`config.mk`:
```
export PLATFORM = sky130hd
export DESIGN_NAME = congestion_window_controller_core
export DESIGN_NICKNAME = d
export VERILOG_FILES = /design/src/hdl/cwc_pkg.sv /design/src/hdl/congestion_window_controller_core.sv
export SDC_FILE = /design/constraint.sdc
export NUM_CORES = 2
export LEC_CHECK = 0
export BUFFER_PORTS_ARGS = -buffer_cell sky130_fd_sc_hd__buf_2
export CAP_MARGIN = 20
export CORE_ASPECT_RATIO = 1.1
export CORE_MARGIN = 2
export CORE_UTILIZATION = 50
export DETAILED_ROUTE_END_ITERATION = 8
export PLACE_DENSITY = 0.66
export SYNTH_ARGS = -nofsm -noshare
export SYNTH_HDL_FRONTEND = slang
export SYNTH_SLANG_ARGS = --single-unit
```
`constraint.sdc`:
```
create_clock -name aclk -period 25.1 [get_ports aclk]
set_input_delay 2.51 -clock aclk [delete_from_list [all_inputs] [get_ports aclk]]
set_output_delay 2.51 -clock aclk [all_outputs]
set_load 0.02 [all_outputs]
```
`src/hdl/cwc_pkg.sv`:
```
// Package for the congestion window controller.
// Holds port widths, register indexes and the window and arithmetic constants.
// No dependencies.
package cwc_pkg;

    // Field and port widths
    localparam int WIN_W      = 16;
    localparam int TMO_W      = 17;
    localparam int TS_W       = 32;
    localparam int CFG_IDX_W  = 3;
    localparam int CFG_DATA_W = 16;
    localparam int S_DATA_W   = 96;
    localparam int S_USER_W   = 2;
    localparam int M_DATA_W   = 40;

    // Tick arithmetic widths: numerator, divisor, multiplier operand
    localparam int NUM_W  = 51;
    localparam int DEN_W  = 35;
    localparam int MULB_W = 19;
    localparam int QCNT_W = 4;

    // Configuration register indexes
    localparam logic [CFG_IDX_W-1:0] REG_ENABLE_AIMD          = 3'd0;
    localparam logic [CFG_IDX_W-1:0] REG_ENABLE_DELAY_TRIGGER = 3'd1;
    localparam logic [CFG_IDX_W-1:0] REG_ENABLE_DELAY_BASED   = 3'd2;
    localparam logic [CFG_IDX_W-1:0] REG_INITIAL_WINDOW       = 3'd3;
    localparam logic [CFG_IDX_W-1:0] REG_DELAY_THRESHOLD_MS   = 3'd4;
    localparam logic [CFG_IDX_W-1:0] REG_TICK_MS              = 3'd5;
    localparam logic [CFG_IDX_W-1:0] REG_INITIAL_MIN_RTT      = 3'd6;

    // Register reset values
    localparam logic [WIN_W-1:0] RST_INITIAL_WINDOW  = 16'd20;
    localparam logic [WIN_W-1:0] RST_DELAY_THRESHOLD = 16'd450;
    localparam logic [WIN_W-1:0] RST_TICK_MS         = 16'd20;
    localparam logic [WIN_W-1:0] RST_INITIAL_MIN_RTT = 16'd50;

    // Window rules
    localparam logic [WIN_W-1:0] WIN_MAX  = 16'hFFFF;
    localparam logic [WIN_W-1:0] DT_DEC   = 16'd10;
    localparam logic [16:0]      AI_STEP  = 17'd2;
    localparam logic [16:0]      DT_INC   = 17'd1;
    localparam logic [TS_W-1:0]  ACK_MAX  = 32'hFFFF_FFFF;

    // Event kind carried in s_tuser[0]
    localparam logic MODE_ACK  = 1'b0;
    localparam logic MODE_SENT = 1'b1;

endpackage

```
`src/hdl/congestion_window_controller_core.sv`:
```
// Congestion window controller: AIMD, delay-triggered and delay-based window rules.
// Uses cwc_pkg; one multiplier and one wide subtractor shared under a sequencer.
//
// One event word is taken at a time; s_tready is low until its result is
// registered for output, while a previous result may still wait on m_tready.
// A send event goes through the halving step alone. An ack without a tick
// update goes through the AIMD, delay-triggered, min RTT and growth test steps
// (no growth test with the delay-based mode off). An ack that starts a new tick
// also takes two passes through the shared 32x19 multiplier, one add, a
// saturation test and 16 restoring division steps through the shared 51-bit
// subtractor, one quotient bit each; a tick whose result saturates skips the division.
// A result held by m_tready stalls the sequencer in its done state, and the next
// word can be taken in the cycle after the result is registered.
// Writing initial_window or initial_min_rtt also loads the live window or
// minimum RTT.
module congestion_window_controller_core
    import cwc_pkg::*;
(
    input  logic                  aclk,
    input  logic                  aresetn,
    // Event channel
    input  logic                  s_tvalid,
    output logic                  s_tready,
    // acked_sequence[31:0], acked_send_time[63:32], ack_arrival_time[95:64]
    input  logic [S_DATA_W-1:0]   s_tdata,
    // mode[0], sent_after_timeout[1]
    input  logic [S_USER_W-1:0]   s_tuser,
    // Result channel
    output logic                  m_tvalid,
    input  logic                  m_tready,
    // window[15:0], timeout_value[32:16], zero fill[39:33]
    output logic [M_DATA_W-1:0]   m_tdata,
    // Configuration write port
    input  logic                  cfg_wr_en,
    input  logic [CFG_IDX_W-1:0]  cfg_index,
    input  logic [CFG_DATA_W-1:0] cfg_wdata
);

    typedef enum logic [3:0] {
        S_IDLE, S_SEND, S_AIMD, S_DTRIG, S_DB1, S_DB2,
        S_MUL1, S_MUL2, S_ADD, S_SAT, S_DIV, S_DONE
    } state_t;

    state_t state_reg;

    // Configuration registers
    logic             en_aimd_reg, en_dtrig_reg, en_dbased_reg;
    logic [WIN_W-1:0] thresh_reg, tick_reg;

    // Controller state
    logic [WIN_W-1:0] cwnd_reg;
    logic [16:0]      progress_reg;
    logic [TS_W-1:0]  highest_reg;
    logic [WIN_W-1:0] min_rtt_reg;
    logic [TS_W-1:0]  tick_start_reg;
    logic [TS_W-1:0]  acks_reg;

    // Output register
    logic                m_tvalid_reg;
    logic [M_DATA_W-1:0] m_tdata_reg;

    // Event payload and working registers
    logic              after_to_reg;
    logic [TS_W-1:0]   seq_reg, arr_reg, rtt_reg, elapsed_reg;
    logic [NUM_W-1:0]  prod_reg, num_reg;
    logic [DEN_W-1:0]  den_reg;
    logic [NUM_W-1:0]  div_reg;
    logic [WIN_W-1:0]  quo_reg;
    logic [QCNT_W-1:0] cnt_reg;

    // Combinational helpers
    logic [WIN_W-1:0]  cwnd_inc;
    logic [16:0]       prog_next;
    logic              prog_hit;
    logic [TS_W-1:0]   elapsed_next;
    logic              tick_due;
    logic [32:0]       rtt_x2;
    logic [32:0]       min_x3;
    logic [TS_W-1:0]   mul_a;
    logic [MULB_W-1:0] mul_b;
    logic [NUM_W-1:0]  mul_p;
    logic [NUM_W-1:0]  sub_b;
    logic [NUM_W:0]    sub_diff;
    logic              sub_borrow;
    logic [WIN_W-1:0]  quo_next;
    logic              out_load;

    assign s_tready = (state_reg == S_IDLE);
    assign m_tvalid = m_tvalid_reg;
    assign m_tdata  = m_tdata_reg;

    // Result register takes a new word when empty or being drained
    assign out_load = (state_reg == S_DONE) && (!m_tvalid_reg || m_tready);

    // Saturating window growth by one
    assign cwnd_inc = (cwnd_reg != WIN_MAX) ? cwnd_reg + 16'd1 : cwnd_reg;

    // Progress count step: add 2 in the AIMD step, 1 in the delay-triggered step
    assign prog_next = progress_reg + ((state_reg == S_AIMD) ? AI_STEP : DT_INC);
    assign prog_hit  = (prog_next >= {1'b0, cwnd_reg});

    // Tick timing and the 1.5 x min RTT growth test
    assign elapsed_next = arr_reg - tick_start_reg;
    assign tick_due     = (elapsed_next >= {16'd0, tick_reg}) && (elapsed_next != '0);
    assign rtt_x2       = {rtt_reg, 1'b0};
    assign min_x3       = 33'({min_rtt_reg, 1'b0}) + 33'(min_rtt_reg);

    // Shared multiplier: min RTT x acks, then elapsed x (5 + 4 x window)
    always_comb begin
        if (state_reg == S_MUL1) begin
            mul_a = acks_reg;
            mul_b = MULB_W'(min_rtt_reg);
        end else begin
            mul_a = elapsed_reg;
            mul_b = {1'b0, cwnd_reg, 2'b00} + 19'd5;
        end
    end
    assign mul_p = NUM_W'(mul_a) * NUM_W'(mul_b);

    // Shared subtractor: saturation test, then one quotient bit per step
    assign sub_b      = (state_reg == S_SAT) ? {den_reg, 16'd0} : div_reg;
    assign sub_diff   = {1'b0, num_reg} - {1'b0, sub_b};
    assign sub_borrow = sub_diff[NUM_W];
    assign quo_next   = {quo_reg[WIN_W-2:0], ~sub_borrow};

    always_ff @(posedge aclk) begin
        if (!aresetn) begin
            state_reg      <= S_IDLE;
            en_aimd_reg    <= 1'b0;
            en_dtrig_reg   <= 1'b0;
            en_dbased_reg  <= 1'b1;
            thresh_reg     <= RST_DELAY_THRESHOLD;
            tick_reg       <= RST_TICK_MS;
            cwnd_reg       <= RST_INITIAL_WINDOW;
            progress_reg   <= '0;
            highest_reg    <= '0;
            min_rtt_reg    <= RST_INITIAL_MIN_RTT;
            tick_start_reg <= '0;
            acks_reg       <= '0;
            m_tvalid_reg   <= 1'b0;
        end else begin
            // Load a new result, or drop the old one once taken
            if (out_load) begin
                m_tvalid_reg <= 1'b1;
            end else if (m_tready) begin
                m_tvalid_reg <= 1'b0;
            end

            case (state_reg)
                // Capture the event word
                S_IDLE: begin
                    if (s_tvalid) begin
                        after_to_reg <= s_tuser[1];
                        seq_reg      <= s_tdata[31:0];
                        arr_reg      <= s_tdata[95:64];
                        rtt_reg      <= s_tdata[95:64] - s_tdata[63:32];
                        state_reg    <= (s_tuser[0] == MODE_SENT) ? S_SEND : S_AIMD;
                    end
                end
                // Halve on a timeout send
                S_SEND: begin
                    if (en_aimd_reg && after_to_reg) begin
                        cwnd_reg <= {1'b0, cwnd_reg[WIN_W-1:1]};
                    end
                    state_reg <= S_DONE;
                end
                // Additive increase
                S_AIMD: begin
                    if (en_aimd_reg) begin
                        if (prog_hit) begin
                            cwnd_reg     <= cwnd_inc;
                            progress_reg <= '0;
                        end else begin
                            progress_reg <= prog_next;
                        end
                    end
                    state_reg <= S_DTRIG;
                end
                // Delay-triggered grow or cut, then track highest ack
                S_DTRIG: begin
                    if (en_dtrig_reg) begin
                        if (rtt_reg < {16'd0, thresh_reg} && seq_reg > highest_reg) begin
                            if (prog_hit) begin
                                cwnd_reg     <= cwnd_inc;
                                progress_reg <= '0;
                            end else begin
                                progress_reg <= prog_next;
                            end
                        end else begin
                            cwnd_reg <= (cwnd_reg >= DT_DEC) ? cwnd_reg - DT_DEC : '0;
                        end
                    end
                    if (seq_reg > highest_reg) begin
                        highest_reg <= seq_reg;
                    end
                    state_reg <= S_DB1;
                end
                // Count the ack and track minimum RTT
                S_DB1: begin
                    if (en_dbased_reg) begin
                        if (acks_reg != ACK_MAX) begin
                            acks_reg <= acks_reg + 32'd1;
                        end
                        if (rtt_reg < {16'd0, min_rtt_reg}) begin
                            min_rtt_reg <= rtt_reg[WIN_W-1:0];
                        end
                        state_reg <= S_DB2;
                    end else begin
                        state_reg <= S_DONE;
                    end
                end
                // Grow on low RTT, decide on a tick update
                S_DB2: begin
                    if (rtt_x2 <= min_x3) begin
                        cwnd_reg <= cwnd_inc;
                    end
                    elapsed_reg <= elapsed_next;
                    state_reg   <= tick_due ? S_MUL1 : S_DONE;
                end
                S_MUL1: begin
                    prod_reg  <= mul_p;
                    state_reg <= S_MUL2;
                end
                S_MUL2: begin
                    num_reg   <= prod_reg;
                    prod_reg  <= mul_p;
                    state_reg <= S_ADD;
                end
                // Form numerator and 5 x elapsed
                S_ADD: begin
                    num_reg   <= num_reg + prod_reg;
                    den_reg   <= {1'b0, elapsed_reg, 2'b00} + DEN_W'(elapsed_reg);
                    state_reg <= S_SAT;
                end
                // Saturate when the quotient exceeds 16 bits
                S_SAT: begin
                    if (!sub_borrow) begin
                        cwnd_reg       <= WIN_MAX;
                        acks_reg       <= '0;
                        tick_start_reg <= arr_reg;
                        state_reg      <= S_DONE;
                    end else begin
                        div_reg   <= {1'b0, den_reg, 15'd0};
                        quo_reg   <= '0;
                        cnt_reg   <= QCNT_W'(WIN_W - 1);
                        state_reg <= S_DIV;
                    end
                end
                // Restoring division, one quotient bit per cycle
                S_DIV: begin
                    if (!sub_borrow) begin
                        num_reg <= sub_diff[NUM_W-1:0];
                    end
                    quo_reg <= quo_next;
                    div_reg <= {1'b0, div_reg[NUM_W-1:1]};
                    cnt_reg <= cnt_reg - 4'd1;
                    if (cnt_reg == '0) begin
                        cwnd_reg       <= quo_next;
                        acks_reg       <= '0;
                        tick_start_reg <= arr_reg;
                        state_reg      <= S_DONE;
                    end
                end
                // Hand the result to the output register
                S_DONE: begin
                    if (out_load) begin
                        m_tdata_reg <= {7'd0, min_rtt_reg, 1'b0, cwnd_reg};
                        state_reg   <= S_IDLE;
                    end
                end
                default: begin
                    state_reg <= S_IDLE;
                end
            endcase

            // Register writes, with live loads of window and minimum RTT
            if (cfg_wr_en) begin
                case (cfg_index)
                    REG_ENABLE_AIMD:          en_aimd_reg   <= cfg_wdata[0];
                    REG_ENABLE_DELAY_TRIGGER: en_dtrig_reg  <= cfg_wdata[0];
                    REG_ENABLE_DELAY_BASED:   en_dbased_reg <= cfg_wdata[0];
                    REG_INITIAL_WINDOW:       cwnd_reg      <= cfg_wdata;
                    REG_DELAY_THRESHOLD_MS:   thresh_reg    <= cfg_wdata;
                    REG_TICK_MS:              tick_reg      <= cfg_wdata;
                    REG_INITIAL_MIN_RTT:      min_rtt_reg   <= cfg_wdata;
                    default: ;
                endcase
            end
        end
    end

endmodule

```
==> results.sh <==
export IMPL_die_h_um=354
export IMPL_powerDensity_mw_per_mm2=128
export IMPL_gp_congestion=0.985
export IMPL_power_frac_comb_pct=69.2
export IMPL_layout_commonest_cell="nand2_1"
export IMPL_status="finished, final reports clean"
export IMPL_drc=0
export IMPL_post_cts_buffers=0
export IMPL_cp_start_kind="flip-flop"
export IMPL_die_w_um=322
export IMPL_drv_cap=0
export IMPL_period_minus_slack_ps=10250
export IMPL_fin_setup_tns_ps=0
export IMPL_ios=164
export IMPL_num_vias=45088
export IMPL_routedWlPerCell_um=21.6
export IMPL_netlist_area_mm2=0.0557
export IMPL_grt_overflow_total=0
export IMPL_arrival_ps=10690
export IMPL_vias_per_cell=5.81
export IMPL_slew_violations=0
export IMPL_timing_fmax_mhz=97.6
export IMPL_crit_fanout=10
export IMPL_synthToLayoutAreaGrowth_pct=7.78
export IMPL_power_total_w=0.00766
export IMPL_slowest_stage="nor2_1"
export IMPL_dr_pass1_iters=5
export IMPL_rsz0062_at_grt="no"
export IMPL_ant_nets=0
export IMPL_start_util_pct=50.4
export IMPL_swShare_pct=47.5
export IMPL_path_clk_slew_ps=60
export IMPL_p_leak_nw=27.5
export IMPL_internal_power_w=0.00402
export IMPL_p_sw_w=0.00364
export IMPL_critPathRequiredTime_ps=25540
export IMPL_place_area_mm2=0.0578
export IMPL_worstMarginPinSlew_ps=1170
export IMPL_clock_latency_ps=710
export IMPL_core_mm2=0.111
export IMPL_final_area_mm2=0.0600
export IMPL_finalCritPeriodShare_pct=40.8
export IMPL_gr_usage_all_layers_pct=29.3
export IMPL_hold_buffers=0
export IMPL_hpwl_mm=131
export IMPL_cts_buffer_depth=3
export IMPL_slew_headroom_pct=21.8
export IMPL_ys_flop_type="edfxtp_1"
export IMPL_io_buffers=155
export IMPL_drive_gt1_share_pct=6.19
export IMPL_yosysUniqueCellTypes=80
export IMPL_synth_edff_count=367
export IMPL_end_kind="flip-flop"
export IMPL_peakVddDrop_mv=0.202
export IMPL_antenna_found_initial=2
export IMPL_synth_seq_area_share_pct=26.4
export IMPL_drt_iter0_drc=3589
export IMPL_syn_inst=6269
export IMPL_drt_wl_total_mm=168
export IMPL_clkPwrFrac_pct=12.5
export IMPL_finalHoldViolations=0
export IMPL_crit_top_cell="fa_1"
export IMPL_numCtsBuffers=59
export IMPL_layout_common_cells="nand2_1, inv_1, fa_1, ha_1, nor2_1"
export IMPL_path_class="flip-flop to flip-flop"
export IMPL_min_path_type="flip-flop to flip-flop"
export IMPL_cts_tree="done"
export IMPL_avgSynthCellArea_um2=8.88
export IMPL_ys_seq_elements=552
export IMPL_fin_nets=7385
export IMPL_core_rowCount=128
export IMPL_grt_max_degree=83
export IMPL_grt_pass1_wl_mm=257
export IMPL_max_stage_delay_ps=820
export IMPL_clock_sink_count=552
export IMPL_cts_max_level=2
export IMPL_synthArstFlopShare_pct=0
export IMPL_pwr_share_seq_pct=18.3
export IMPL_ctsResizeCount=0
export IMPL_fin_skew_ps=61.1
export IMPL_yosysWarnings=0
export IMPL_grt_pass1_vias=44683
export IMPL_die_area_mm2=0.114
export IMPL_cts_root_buf="clkbuf_16"
export IMPL_setup_viol=0
[worst max-delay path: cells and delay by family, from the launching register on]
family | cells | cell delay [ps]
fa+ha+maj | 8 | 3430
buf+inv | 2 | 260
simple gates | 10 | 3130
compound gates | 9 | 2450
flops | 1 | 480
xor+xnor | 2 | 250
[cells in the mapped netlist (117+ instances only)]
cell type,number,area (um^2)
nor2b_1,118,738
nor2_1,419,1570
inv_1,809,3040
edfxtp_1,367,11000
a21oi_1,342,1710
xor2_1,117,1020
clkbuf_1,246,923
o21ai_0,263,1320
ha_1,465,5820
mux2i_1,138,1380
a21o_1,146,1100
nand2_1,963,3610
xnor2_1,177,1550
dfxtp_1,185,3700
fa_1,516,10300
[cell type report]
type,count,area [um^2]
Antenna cell,1,2.50
Clock buffer,65,1530
Clock inverter,46,577
Fill cell,10214,50500
Inverter,810,3040
Multi-Input combinational cell,4642,37100
Sequential cell,552,14700
Tap cell,1430,1790
Timing Repair Buffer,217,1270
[stage by stage]
step | util, % | cells | hold slack, ps | worst slack [ps]
floorplan | - | 6276 | 403 | 16690
global placement | 52.3 | 7645 | 452 | 15400
detailed placement | 52.3 | 7646 | 458 | 15150
CTS | 54.2 | 7757 | 467 | 15110
global route | 54.3 | 7762 | 493 | 14370
finish | 54.3 | 7763 | 466 | 14850
[power groups by stage]
stage / clock network, W / logic [W] / registers (W)
6_report: 0.000956 / 0.00530 / 0.00140
5_1_grt: 0.00101 / 0.00598 / 0.00141
4_1_cts: 0.000978 / 0.00527 / 0.00140
3_5_place_dp: 0 / 0.00524 / 0.00142
3_3_place_gp: 0 / 0.00516 / 0.00142
2_1_floorplan: 0 / 0.00397 / 0.00136
[cell families after synthesis]
group / share of synthesized area [%]
simple gates: 16.2
compound gates: 13.7
buf+inv: 7.36
fa+ha+maj: 29.0
flops: 26.4
xor+xnor: 4.63
mux: 2.56
other cells: 0.00674
[final timing paths]
kind	cells past startpoint	endpoint	startpoint	slack, ps
max	31	prod_reg[45]$_DFFE_PP_	cwnd_reg[2]$_SDFF_PN1_	14850
max reg2reg	31	prod_reg[45]$_DFFE_PP_	cwnd_reg[2]$_SDFF_PN1_	14850
min reg2reg	2	thresh_reg[0]$_SDFFE_PN0P_	thresh_reg[0]$_SDFFE_PN0P_	470
min	2	thresh_reg[0]$_SDFFE_PN0P_	thresh_reg[0]$_SDFFE_PN0P_	470
[routing by layer]
| layer | wire length, um | track usage [%] | vias to the layer above |
|---|---|---|---|
| met5 | 0 | 0 | - |
| met4 | 8070 | 12.4 | 0 |
| met3 | 14200 | 5.67 | 394 |
| met2 | 77300 | 47.8 | 1862 |
| met1 | 68300 | 38.1 | 21753 |
| li1 | - | - | 21079 |
Power figures use the tool's default switching activity.
